$ cat src/rtl/puou_pkg.sv
// ----------------------------------------------------------------------------
// puou_pkg: shared types and constants of the pixel unary op unit
// Mode codes, register indexes, CORDIC angle table and the controller states.
// ----------------------------------------------------------------------------
package puou_pkg;

    typedef enum logic [3:0] {
        MODE_ABS    = 4'd0,
        MODE_NEG    = 4'd1,
        MODE_INVERT = 4'd2,
        MODE_COPY   = 4'd3,
        MODE_GRAY   = 4'd4,
        MODE_SQUARE = 4'd5,
        MODE_SQRT   = 4'd6,
        MODE_ATAN   = 4'd7,
        MODE_COUNT  = 4'd8,
        MODE_PAD    = 4'd9
    } mode_t;

    localparam logic [2:0] REG_OP_MODE    = 3'd0;
    localparam logic [2:0] REG_FIELD_MIN  = 3'd1;
    localparam logic [2:0] REG_FIELD_MAX  = 3'd2;
    localparam logic [2:0] REG_SRC_WIDTH  = 3'd3;
    localparam logic [2:0] REG_SRC_HEIGHT = 3'd4;

    localparam int CNT_W = 26;
    localparam logic [CNT_W-1:0] CNT_MAX = {CNT_W{1'b1}};
    localparam int CORDIC_STEPS = 30;

    typedef enum logic [3:0] {
        ST_IDLE = 4'b0001,
        ST_RUN  = 4'b0010,
        ST_FIX  = 4'b0100,
        ST_OUT  = 4'b1000
    } state_t;

    // atan(2^-i) in Q2.30, rounded to nearest
    function automatic logic [31:0] atan_angle(input logic [4:0] i);
        logic [31:0] t;
        begin
            case (i)
                5'd0:    t = 32'd843314857;
                5'd1:    t = 32'd497837829;
                5'd2:    t = 32'd263043837;
                5'd3:    t = 32'd133525159;
                5'd4:    t = 32'd67021687;
                5'd5:    t = 32'd33543516;
                5'd6:    t = 32'd16775851;
                5'd7:    t = 32'd8388437;
                5'd8:    t = 32'd4194283;
                5'd9:    t = 32'd2097149;
                default: t = 32'd1 << (5'd30 - i);
            endcase
            atan_angle = t;
        end
    endfunction

endpackage

$ cat src/rtl/pixel_unary_op_unit.sv
// ----------------------------------------------------------------------------
// pixel_unary_op_unit: point operations on signed fixed-point samples
// Sequential unit with shift-register datapaths for the long operations.
// ----------------------------------------------------------------------------
// One sample at a time. Copy-like modes (abs, neg, invert, copy, count, pad)
// pass from input capture through the fixup state to the output. Square runs
// a bit-serial shift-add multiply of 32 steps, sqrt a restoring bit-pair root
// of 32 steps, gray a restoring divide by three of 34 steps, atan 30 CORDIC
// steps, each before the fixup state. The step loop sets the rate.
// The result waits in an output register; a new sample is taken once it is
// transferred.
module pixel_unary_op_unit #(
    parameter int MAX_DIM   = 4096,
    parameter int FRAC_BITS = 16
) (
    input  logic        clk,
    input  logic        rst_n,
    input  logic        s_tvalid,
    output logic        s_tready,
    // sample_a[31:0], sample_b[63:32], sample_c[95:64], col_index[107:96],
    // row_index[119:108], zero fill [127:120]
    input  logic [127:0] s_tdata,
    output logic        m_tvalid,
    input  logic        m_tready,
    // result_value[31:0], nonzero_total[57:32], overflow_flag[58],
    // domain_error[59], zero fill [63:60]
    output logic [63:0] m_tdata,
    input  logic        cfg_valid,
    output logic        cfg_ready,
    input  logic [2:0]  cfg_index,
    input  logic [31:0] cfg_data
);

    localparam int DIM_W = $clog2(MAX_DIM + 1);
    // CORDIC vector grows to about 1.65 times the scaled sample
    localparam int AW = 65 - FRAC_BITS;
    localparam logic [DIM_W-1:0] DIM_RST = DIM_W'(MAX_DIM);

    puou_pkg::state_t state_reg, state_next;
    logic [3:0]  mode_reg;
    logic signed [31:0] fmin_reg, fmax_reg;
    logic [DIM_W-1:0] srcw_reg, srch_reg;
    logic [puou_pkg::CNT_W-1:0] cnt_reg;

    // working registers
    logic [5:0]  step_reg;
    logic signed [31:0] a_reg;
    logic [11:0] col_reg, row_reg;
    logic [65:0] p_reg;       // multiplier / radicand / dividend shift
    logic [65:0] q_reg;       // product / root / quotient
    logic [65:0] r_reg;       // multiplicand shift / partial remainder
    logic signed [AW-1:0] x_reg, y_reg, z_reg;

    logic signed [31:0] res_reg;
    logic ovf_reg, dom_reg;

    wire in_fire = s_tvalid && s_tready;
    wire out_fire = m_tvalid && m_tready;
    assign s_tready = (state_reg == puou_pkg::ST_IDLE);
    assign m_tvalid = (state_reg == puou_pkg::ST_OUT);
    assign cfg_ready = 1'b1;
    assign m_tdata = {4'd0, dom_reg, ovf_reg, cnt_reg, res_reg};

    wire signed [31:0] in_a = s_tdata[31:0];
    wire signed [31:0] in_b = s_tdata[63:32];
    wire signed [31:0] in_c = s_tdata[95:64];
    wire [31:0] in_mag = in_a[31] ? 32'(-in_a) : in_a;

    logic [5:0] steps;
    always_comb
    begin
        case (mode_reg)
            puou_pkg::MODE_SQUARE: steps = 6'd32;
            puou_pkg::MODE_SQRT:   steps = 6'd32;
            puou_pkg::MODE_GRAY:   steps = 6'd34;
            puou_pkg::MODE_ATAN:   steps = 6'(puou_pkg::CORDIC_STEPS);
            default:               steps = 6'd0;
        endcase
    end

    always_comb
    begin
        state_next = state_reg;
        case (state_reg)
            puou_pkg::ST_IDLE: if (in_fire) state_next = (steps == 6'd0) ?
                                   puou_pkg::ST_FIX : puou_pkg::ST_RUN;
            puou_pkg::ST_RUN:  if (step_reg == steps - 6'd1) state_next = puou_pkg::ST_FIX;
            puou_pkg::ST_FIX:  state_next = puou_pkg::ST_OUT;
            puou_pkg::ST_OUT:  if (out_fire) state_next = puou_pkg::ST_IDLE;
            default:           state_next = puou_pkg::ST_IDLE;
        endcase
    end

    // one step of each serial unit
    wire [65:0] prod_next = q_reg + (p_reg[0] ? {r_reg[65:0]} : 66'd0);
    wire [65:0] sq_rem = {r_reg[63:0], p_reg[65:64]};
    wire [65:0] sq_try = {q_reg[63:0], 2'b01};
    wire        sq_ok = (sq_rem >= sq_try);
    wire [65:0] dv_rem = {r_reg[64:0], p_reg[65]};
    wire        dv_ok = (dv_rem >= 66'd3);
    wire [4:0]  ci = step_reg[4:0];
    wire signed [AW-1:0] xs = x_reg >>> ci;
    wire signed [AW-1:0] ys = y_reg >>> ci;
    wire signed [AW-1:0] ang = AW'(puou_pkg::atan_angle(ci));

    // final fixups
    logic signed [33:0] wide;
    logic signed [31:0] fin;
    logic fin_ovf;
    always_comb
    begin
        wide = 34'sd0;
        fin = a_reg;
        fin_ovf = 1'b0;
        case (mode_reg)
            puou_pkg::MODE_ABS:
            begin
                wide = a_reg[31] ? -34'(a_reg) : 34'(a_reg);
                fin_ovf = (a_reg == 32'sh80000000);
                fin = fin_ovf ? 32'sh7fffffff : wide[31:0];
            end
            puou_pkg::MODE_NEG:
            begin
                fin_ovf = (a_reg == 32'sh80000000);
                fin = fin_ovf ? 32'sh7fffffff : -a_reg;
            end
            puou_pkg::MODE_INVERT:
            begin
                wide = 34'(fmax_reg) - 34'(a_reg) + 34'(fmin_reg);
                if (wide > 34'sh7fffffff)
                begin
                    fin_ovf = 1'b1;
                    fin = 32'sh7fffffff;
                end
                else if (wide < -34'sh80000000)
                begin
                    fin_ovf = 1'b1;
                    fin = 32'sh80000000;
                end
                else
                    fin = wide[31:0];
            end
            puou_pkg::MODE_GRAY:
            begin
                fin = a_reg[31] ? -32'(q_reg[33:0]) : 32'(q_reg[33:0]);
            end
            puou_pkg::MODE_SQUARE:
            begin
                fin_ovf = |(q_reg[63:0] >> (FRAC_BITS + 31));
                fin = fin_ovf ? 32'sh7fffffff : 32'(q_reg[63:0] >> FRAC_BITS);
            end
            puou_pkg::MODE_SQRT:
            begin
                fin = dom_reg ? 32'sd0 : q_reg[31:0];
            end
            puou_pkg::MODE_ATAN:
            begin
                fin = 32'((z_reg + (AW'(1) <<< (29 - FRAC_BITS))) >>> (30 - FRAC_BITS));
            end
            puou_pkg::MODE_PAD:
            begin
                fin = ((DIM_W + 1)'(col_reg) < (DIM_W + 1)'(srcw_reg)
                    && (DIM_W + 1)'(row_reg) < (DIM_W + 1)'(srch_reg)) ? a_reg : 32'sd0;
            end
            default: fin = a_reg;
        endcase
    end

    always_ff @(posedge clk or negedge rst_n)
    begin
        if (!rst_n)
        begin
            state_reg <= puou_pkg::ST_IDLE;
            mode_reg  <= puou_pkg::MODE_COPY;
            fmin_reg  <= '0;
            fmax_reg  <= '0;
            srcw_reg  <= DIM_RST;
            srch_reg  <= DIM_RST;
            cnt_reg   <= '0;
            step_reg  <= '0;
            ovf_reg   <= 1'b0;
            dom_reg   <= 1'b0;
        end
        else
        begin
            state_reg <= state_next;
            if (cfg_valid && cfg_ready)
            begin
                case (cfg_index)
                    puou_pkg::REG_OP_MODE:
                    begin
                        mode_reg <= cfg_data[3:0];
                        cnt_reg <= '0;
                    end
                    puou_pkg::REG_FIELD_MIN:  fmin_reg <= cfg_data;
                    puou_pkg::REG_FIELD_MAX:  fmax_reg <= cfg_data;
                    puou_pkg::REG_SRC_WIDTH:  srcw_reg <= DIM_W'(cfg_data[12:0]);
                    puou_pkg::REG_SRC_HEIGHT: srch_reg <= DIM_W'(cfg_data[12:0]);
                    default: ;
                endcase
            end
            if (in_fire)
            begin
                step_reg <= '0;
                dom_reg <= (mode_reg == puou_pkg::MODE_SQRT) && in_a[31];
                if (mode_reg == puou_pkg::MODE_COUNT && in_a != 32'sd0
                    && cnt_reg != puou_pkg::CNT_MAX)
                    cnt_reg <= cnt_reg + 1'b1;
            end
            else if (state_reg == puou_pkg::ST_RUN)
                step_reg <= step_reg + 6'd1;
            if (state_reg == puou_pkg::ST_FIX)
                ovf_reg <= fin_ovf;
        end
    end

    always_ff @(posedge clk)
    begin
        if (in_fire)
        begin
            a_reg <= in_a;
            col_reg <= s_tdata[107:96];
            row_reg <= s_tdata[119:108];
            q_reg <= '0;
            r_reg <= '0;
            x_reg <= AW'(1) <<< 30;
            y_reg <= AW'(in_a) <<< (30 - FRAC_BITS);
            z_reg <= '0;
            case (mode_reg)
                puou_pkg::MODE_SQUARE:
                begin
                    p_reg <= 66'(in_mag);
                    r_reg <= 66'(in_mag);
                end
                // radicand in the top 64 bits walked by the 32 pair steps
                puou_pkg::MODE_SQRT: p_reg <= 66'(in_a) << (FRAC_BITS + 2);
                default:
                begin
                    // |a+b+c| left aligned for the divider
                    logic signed [33:0] s;
                    s = 34'(in_a) + 34'(in_b) + 34'(in_c);
                    p_reg <= {(s[33] ? -s : s), 32'd0};
                    a_reg <= (mode_reg == puou_pkg::MODE_GRAY) ? {s[33], 31'd0} : in_a;
                end
            endcase
        end
        else if (state_reg == puou_pkg::ST_RUN)
        begin
            case (mode_reg)
                puou_pkg::MODE_SQUARE:
                begin
                    q_reg <= prod_next;
                    p_reg <= p_reg >> 1;
                    r_reg <= r_reg << 1;
                end
                puou_pkg::MODE_SQRT:
                begin
                    p_reg <= p_reg << 2;
                    r_reg <= sq_ok ? sq_rem - sq_try : sq_rem;
                    q_reg <= {q_reg[64:0], sq_ok};
                end
                puou_pkg::MODE_GRAY:
                begin
                    p_reg <= p_reg << 1;
                    r_reg <= dv_ok ? dv_rem - 66'd3 : dv_rem;
                    q_reg <= {q_reg[64:0], dv_ok};
                end
                default:
                begin
                    if (y_reg > 0)
                    begin
                        x_reg <= x_reg + ys;
                        y_reg <= y_reg - xs;
                        z_reg <= z_reg + ang;
                    end
                    else
                    begin
                        x_reg <= x_reg - ys;
                        y_reg <= y_reg + xs;
                        z_reg <= z_reg - ang;
                    end
                end
            endcase
        end
        if (state_reg == puou_pkg::ST_FIX)
            res_reg <= fin;
    end

`ifndef SYNTHESIS
    a_out_holds: assert property (@(posedge clk) disable iff (!rst_n)
        m_tvalid && !m_tready |=> m_tvalid && $stable(m_tdata))
        else $error("result changed while stalled");
    a_no_accept_busy: assert property (@(posedge clk) disable iff (!rst_n)
        m_tvalid |-> !s_tready)
        else $error("input taken while result pending");
    a_dom_sqrt: assert property (@(posedge clk) disable iff (!rst_n)
        m_tvalid && m_tdata[59] |-> m_tdata[31:0] == 32'd0)
        else $error("domain error with nonzero result");
    a_step_bound: assert property (@(posedge clk) disable iff (!rst_n)
        state_reg == puou_pkg::ST_RUN |-> step_reg < 6'd34)
        else $error("step counter overrun");
`endif

endmodule
$ cat config.mk
export PLATFORM = sky130hd
export DESIGN_NAME = pixel_unary_op_unit
export DESIGN_NICKNAME = d
export VERILOG_FILES = /design/src/rtl/puou_pkg.sv /design/src/rtl/pixel_unary_op_unit.sv
export SDC_FILE = /design/constraint.sdc
export NUM_CORES = 2
export LEC_CHECK = 0
export BUFFER_PORTS_ARGS = -buffer_cell sky130_fd_sc_hd__clkbuf_2
export CELL_PAD_IN_SITES_DETAIL_PLACEMENT = 0
export CELL_PAD_IN_SITES_GLOBAL_PLACEMENT = 1
export CORE_UTILIZATION = 25
export DETAILED_ROUTE_END_ITERATION = 12
export PLACE_DENSITY_LB_ADDON = 0.1
export SYNTH_ARGS = -nofsm -noshare
export SYNTH_HDL_FRONTEND = slang
export SYNTH_SLANG_ARGS = --single-unit
$ cat constraint.sdc
create_clock -name clk -period 18.95 [get_ports clk]
set_input_delay 3.79 -clock clk [delete_from_list [all_inputs] [get_ports clk]]
set_output_delay 3.79 -clock clk [all_outputs]
set_load 0.02 [all_outputs]
==> results.py <==
metrics = {
    "run_status": {
        "outcome": "finished clean",
    },
    "final_layout": {
        "mostFrequentLayoutCell": "nand2_1",
        "final_design_area_no_fill_um2": 68690,
        "highest_count_cells_in_the_layout_ignoring_fill_and_taps": "nand2_1, o21ai_0, a21oi_1",
        "post_route_cells_drive_above_1_share_pct": 10.86,
        "layout-area-overhead-vs-synth_pct": 11.70,
        "design.final.nets": 7985,
        "largest_register_ff_count": 66,
    },
    "drt": {
        "wl_um": 280400,
        "drc_errors": 0,
        "final_antenna_net_count": 0,
        "drt_iter0_markers": 4992,
        "wl_per_cell_um": 26.32,
        "via_count": 58440,
        "firstDrtPassIters": 7,
        "via_per_inst": 5.487,
    },
    "timing": {
        "setup-tns-final_ns": 0,
        "clock-skew-final_ns": 0.07700,
        "hold-worst-slack_ns": 0.4629,
        "final.min_clock_period_ns": 9.118,
        "period_utilization_post_route_pct": 48.12,
        "tightestPinTransition_ns": 1.252,
        "count_of_pins_over_their_slew_limit": 0,
        "final-hold-violation-count": 0,
        "unrepaired_setup_endpoints_after_global_routing": "no",
        "max_clock_freq_ghz": 0.1097,
        "worst_slew_margin_rel_pct": 16.26,
        "setup_viol": 0,
    },
    "worst_hold_path": {
        "holdPathStages": 2,
        "hold_path_class": "flop to flop",
    },
    "yosys": {
        "syn-cell-area_um2": 61500,
        "synth_cell_type_count": 126,
        "synthesis.area_per_instance_um2": 8.329,
        "ys_async_sr_fraction_pct": 23.61,
        "synth-main-ff-cell": "edfxtp_1",
        "synth.yosys.seq_area_share_pct": 23.42,
        "synthCells": 7384,
        "ys_ff_latch": 559,
        "synth_enable_flop_cells": 254,
        "synth.yosys.warnings": 0,
    },
    "clock_tree": {
        "postCtsSetupBuffers": 0,
        "tritoncts": "done",
        "clock_sinks": 559,
        "clock_tree.htree_level_count": 3,
        "cts_hold_repair.buffers": 0,
        "clkLatencyLatePin_ns": 0.76,
        "ctsResizeCount": 0,
        "cts_inserted_buffers": 84,
        "cts.path.max_buffers": 3,
        "ctsRootBufferMaster": "clkbuf_16",
        "clk_pin_slew_ns": 0.05,
    },
    "pwr": {
        "share_comb_of_total_power_pct": 67.4,
        "power_density_relative_to_cell_area_nw_per_um2": 176.9,
        "power.switching_w": 0.006267,
        "cell_internal_pwr_w": 0.005887,
        "pwr-share-clk_pct": 14.3,
        "ir_drop_uv": 193.9,
        "reported_leakage_power_nw": 27.47,
        "pwr-share-seq_pct": 18.3,
        "swShare_pct": 51.56,
    },
    "global_route": {
        "globalRouteOverflowTotal": 0,
        "global_route.usage.total_pct": 21.95,
        "wire_length_of_the_first_global_routing_pass_um": 408400,
        "grt_pass1_vias": 57120,
        "largest_net_degree_at_the_start_of_global_routing": 133,
        "groute.layer.met3.usage_pct": 2.233,
        "antenna_found_initial": 20,
        "grtUsageMet2_pct": 36.07,
        "gr-max-usage-layer": "met2",
        "globalRouteMet1Util_pct": 30.83,
    },
    "critical_path": {
        "critical_path_peak_fanout": 67,
        "worst-endpoint-arrival_ns": 9.75,
        "critPathRequiredTime_ns": 19.58,
        "timing.reg2reg.worst_path_depth": 24,
        "worst_setup_path_start_kind": "flop",
        "kind_of_end_point_of_the_critical_path": "flop",
        "critPathKind": "flop to flop",
    },
    "floorplanning": {
        "die_x_um": 498.0,
        "site_row_count": 181,
        "floorplan.die_area_um2": 248000,
        "floorplan.initialDensity_pct": 25.21,
        "ioPinCount": 235,
        "core_region_area_um2": 243900,
        "die_h_um": 498.0,
    },
    "placed_design": {
        "place_hpwl_um": 216700,
        "gpl.final_weighted_congestion": 0.9092,
        "placement.io_buffers": 221,
        "dpl-instance-area_um2": 65630,
    },
    "job": {
        "maxCapViolCount": 0,
    },
}
==> through the flow <==
stage,cells,utilization (%),setup WS [ns],power [W]
after floorplan,7387,-,10.22,0.007892
after global placement,10490,26.90,9.845,0.01044
after detailed placement,10490,26.91,9.741,0.01039
after CTS,10650,28.16,9.800,0.01224
after global routing,10650,28.16,9.310,0.01316
final,10650,28.16,9.832,0.01215
==> cell type report <==
class	count	area, um2
inverters	356	1349
clock buffers	114	2420
clock inverters	43	628.1
well taps	3202	4006
flip-flops and latches	559	14420
repair buffers	328	1926
fillers	26340	175200
diodes	7	17.52
multi-input cells	6043	43930
==> metal layers <==
metal / routed length (um) / share of wire, %
met2: 130700 / 47
met5: 12 / 0.0043
met4: 5080 / 1.8
met3: 13010 / 4.6
met1: 131600 / 47
==> final timing paths <==
kind | start | end | slack, ns
hold reg to reg | z_reg[0] | z_reg[0] | 0.46
min in group asynchronous | rst_n | fmin_reg[5] | 3.13
max in group asynchronous | rst_n | step_reg[4] | 14.35
setup / recovery | step_reg[1] | x_reg[45] | 9.83
hold / removal | z_reg[0] | z_reg[0] | 0.46
setup reg to reg | step_reg[1] | x_reg[45] | 9.83
==> critical path, stage by stage (launching register included) <==
cell      delay, ns
dfrtp_4        0.78
buf_4          0.58
buf_4          0.87
mux4_1         0.78
mux4_2         0.59
a222oi_1       0.66
and3_1         0.30
and2b_1        0.30
and4_4         0.36
a21oi_1        0.10
xor2_1         0.31
ha_1           0.37
nand4_1        0.15
nor2_1         0.09
a221oi_1       0.27
nor2_1         0.07
nor3_1         0.22
o41ai_1        0.14
buf_4          0.18
a41o_1         0.31
and4_1         0.26
nor2_1         0.22
o21ai_0        0.31
a311o_1        0.44
a32o_1         0.26
==> cells in the mapped netlist (52+ instances only) <==
cell / number / area (um2)
o31ai_1: 54 / 405.4
o211ai_1: 55 / 412.9
o221ai_1: 52 / 455.4
dfrtp_1: 127 / 3178
nor2_1: 460 / 1727
fa_1: 69 / 1381
xor2_1: 264 / 2312
a21oi_1: 584 / 2923
a22oi_1: 64 / 480.5
and3_1: 66 / 412.9
clkbuf_1: 297 / 1115
a221oi_1: 53 / 464.2
nand4_1: 89 / 556.8
a211oi_1: 63 / 473.0
nor2b_1: 73 / 456.7
nor3_1: 117 / 585.6
dfxtp_1: 173 / 3463
mux2_2: 57 / 641.9
nand2b_1: 88 / 550.5
and2_1: 148 / 925.9
ha_1: 376 / 4705
a21o_1: 229 / 1719
o22ai_1: 68 / 425.4
o21bai_1: 57 / 427.9
mux4_2: 138 / 3108
edfxtp_1: 254 / 7627
o21ai_0: 616 / 3083
nor4_1: 53 / 331.6
o21a_1: 53 / 397.9
inv_1: 349 / 1310
nand3_1: 172 / 860.8
xnor2_1: 312 / 2733
nand2_1: 763 / 2864
a31oi_1: 83 / 519.3
mux2i_1: 150 / 1501
==> power by group through the flow <==
stage,Combinational [W],Clock [W],Sequential (W)
4_1_cts,0.00822,0.00181,0.00222
5_1_grt,0.00905,0.00185,0.00226
2_1_floorplan,0.00592,0,0.00197
3_3_place_gp,0.00820,0,0.00224
3_5_place_dp,0.00816,0,0.00223
6_report,0.00819,0.00174,0.00222
==> kinds of logic (layout without fill, tap and decap cells) <==
family / after synthesis / count (layout) / synth area share [%]
simple gates: 2263 / 2263 / 18.13
flops: 559 / 559 / 23.42
buf+inv: 785 / 841 / 5.473
fa+ha+maj: 445 / 445 / 9.896
other cells: 2 / 12 / 0.01221
xor+xnor: 576 / 576 / 8.203
mux: 382 / 382 / 9.967
compound gates: 2372 / 2372 / 24.91
No activity file was read; power rests on OpenSTA's default activity.
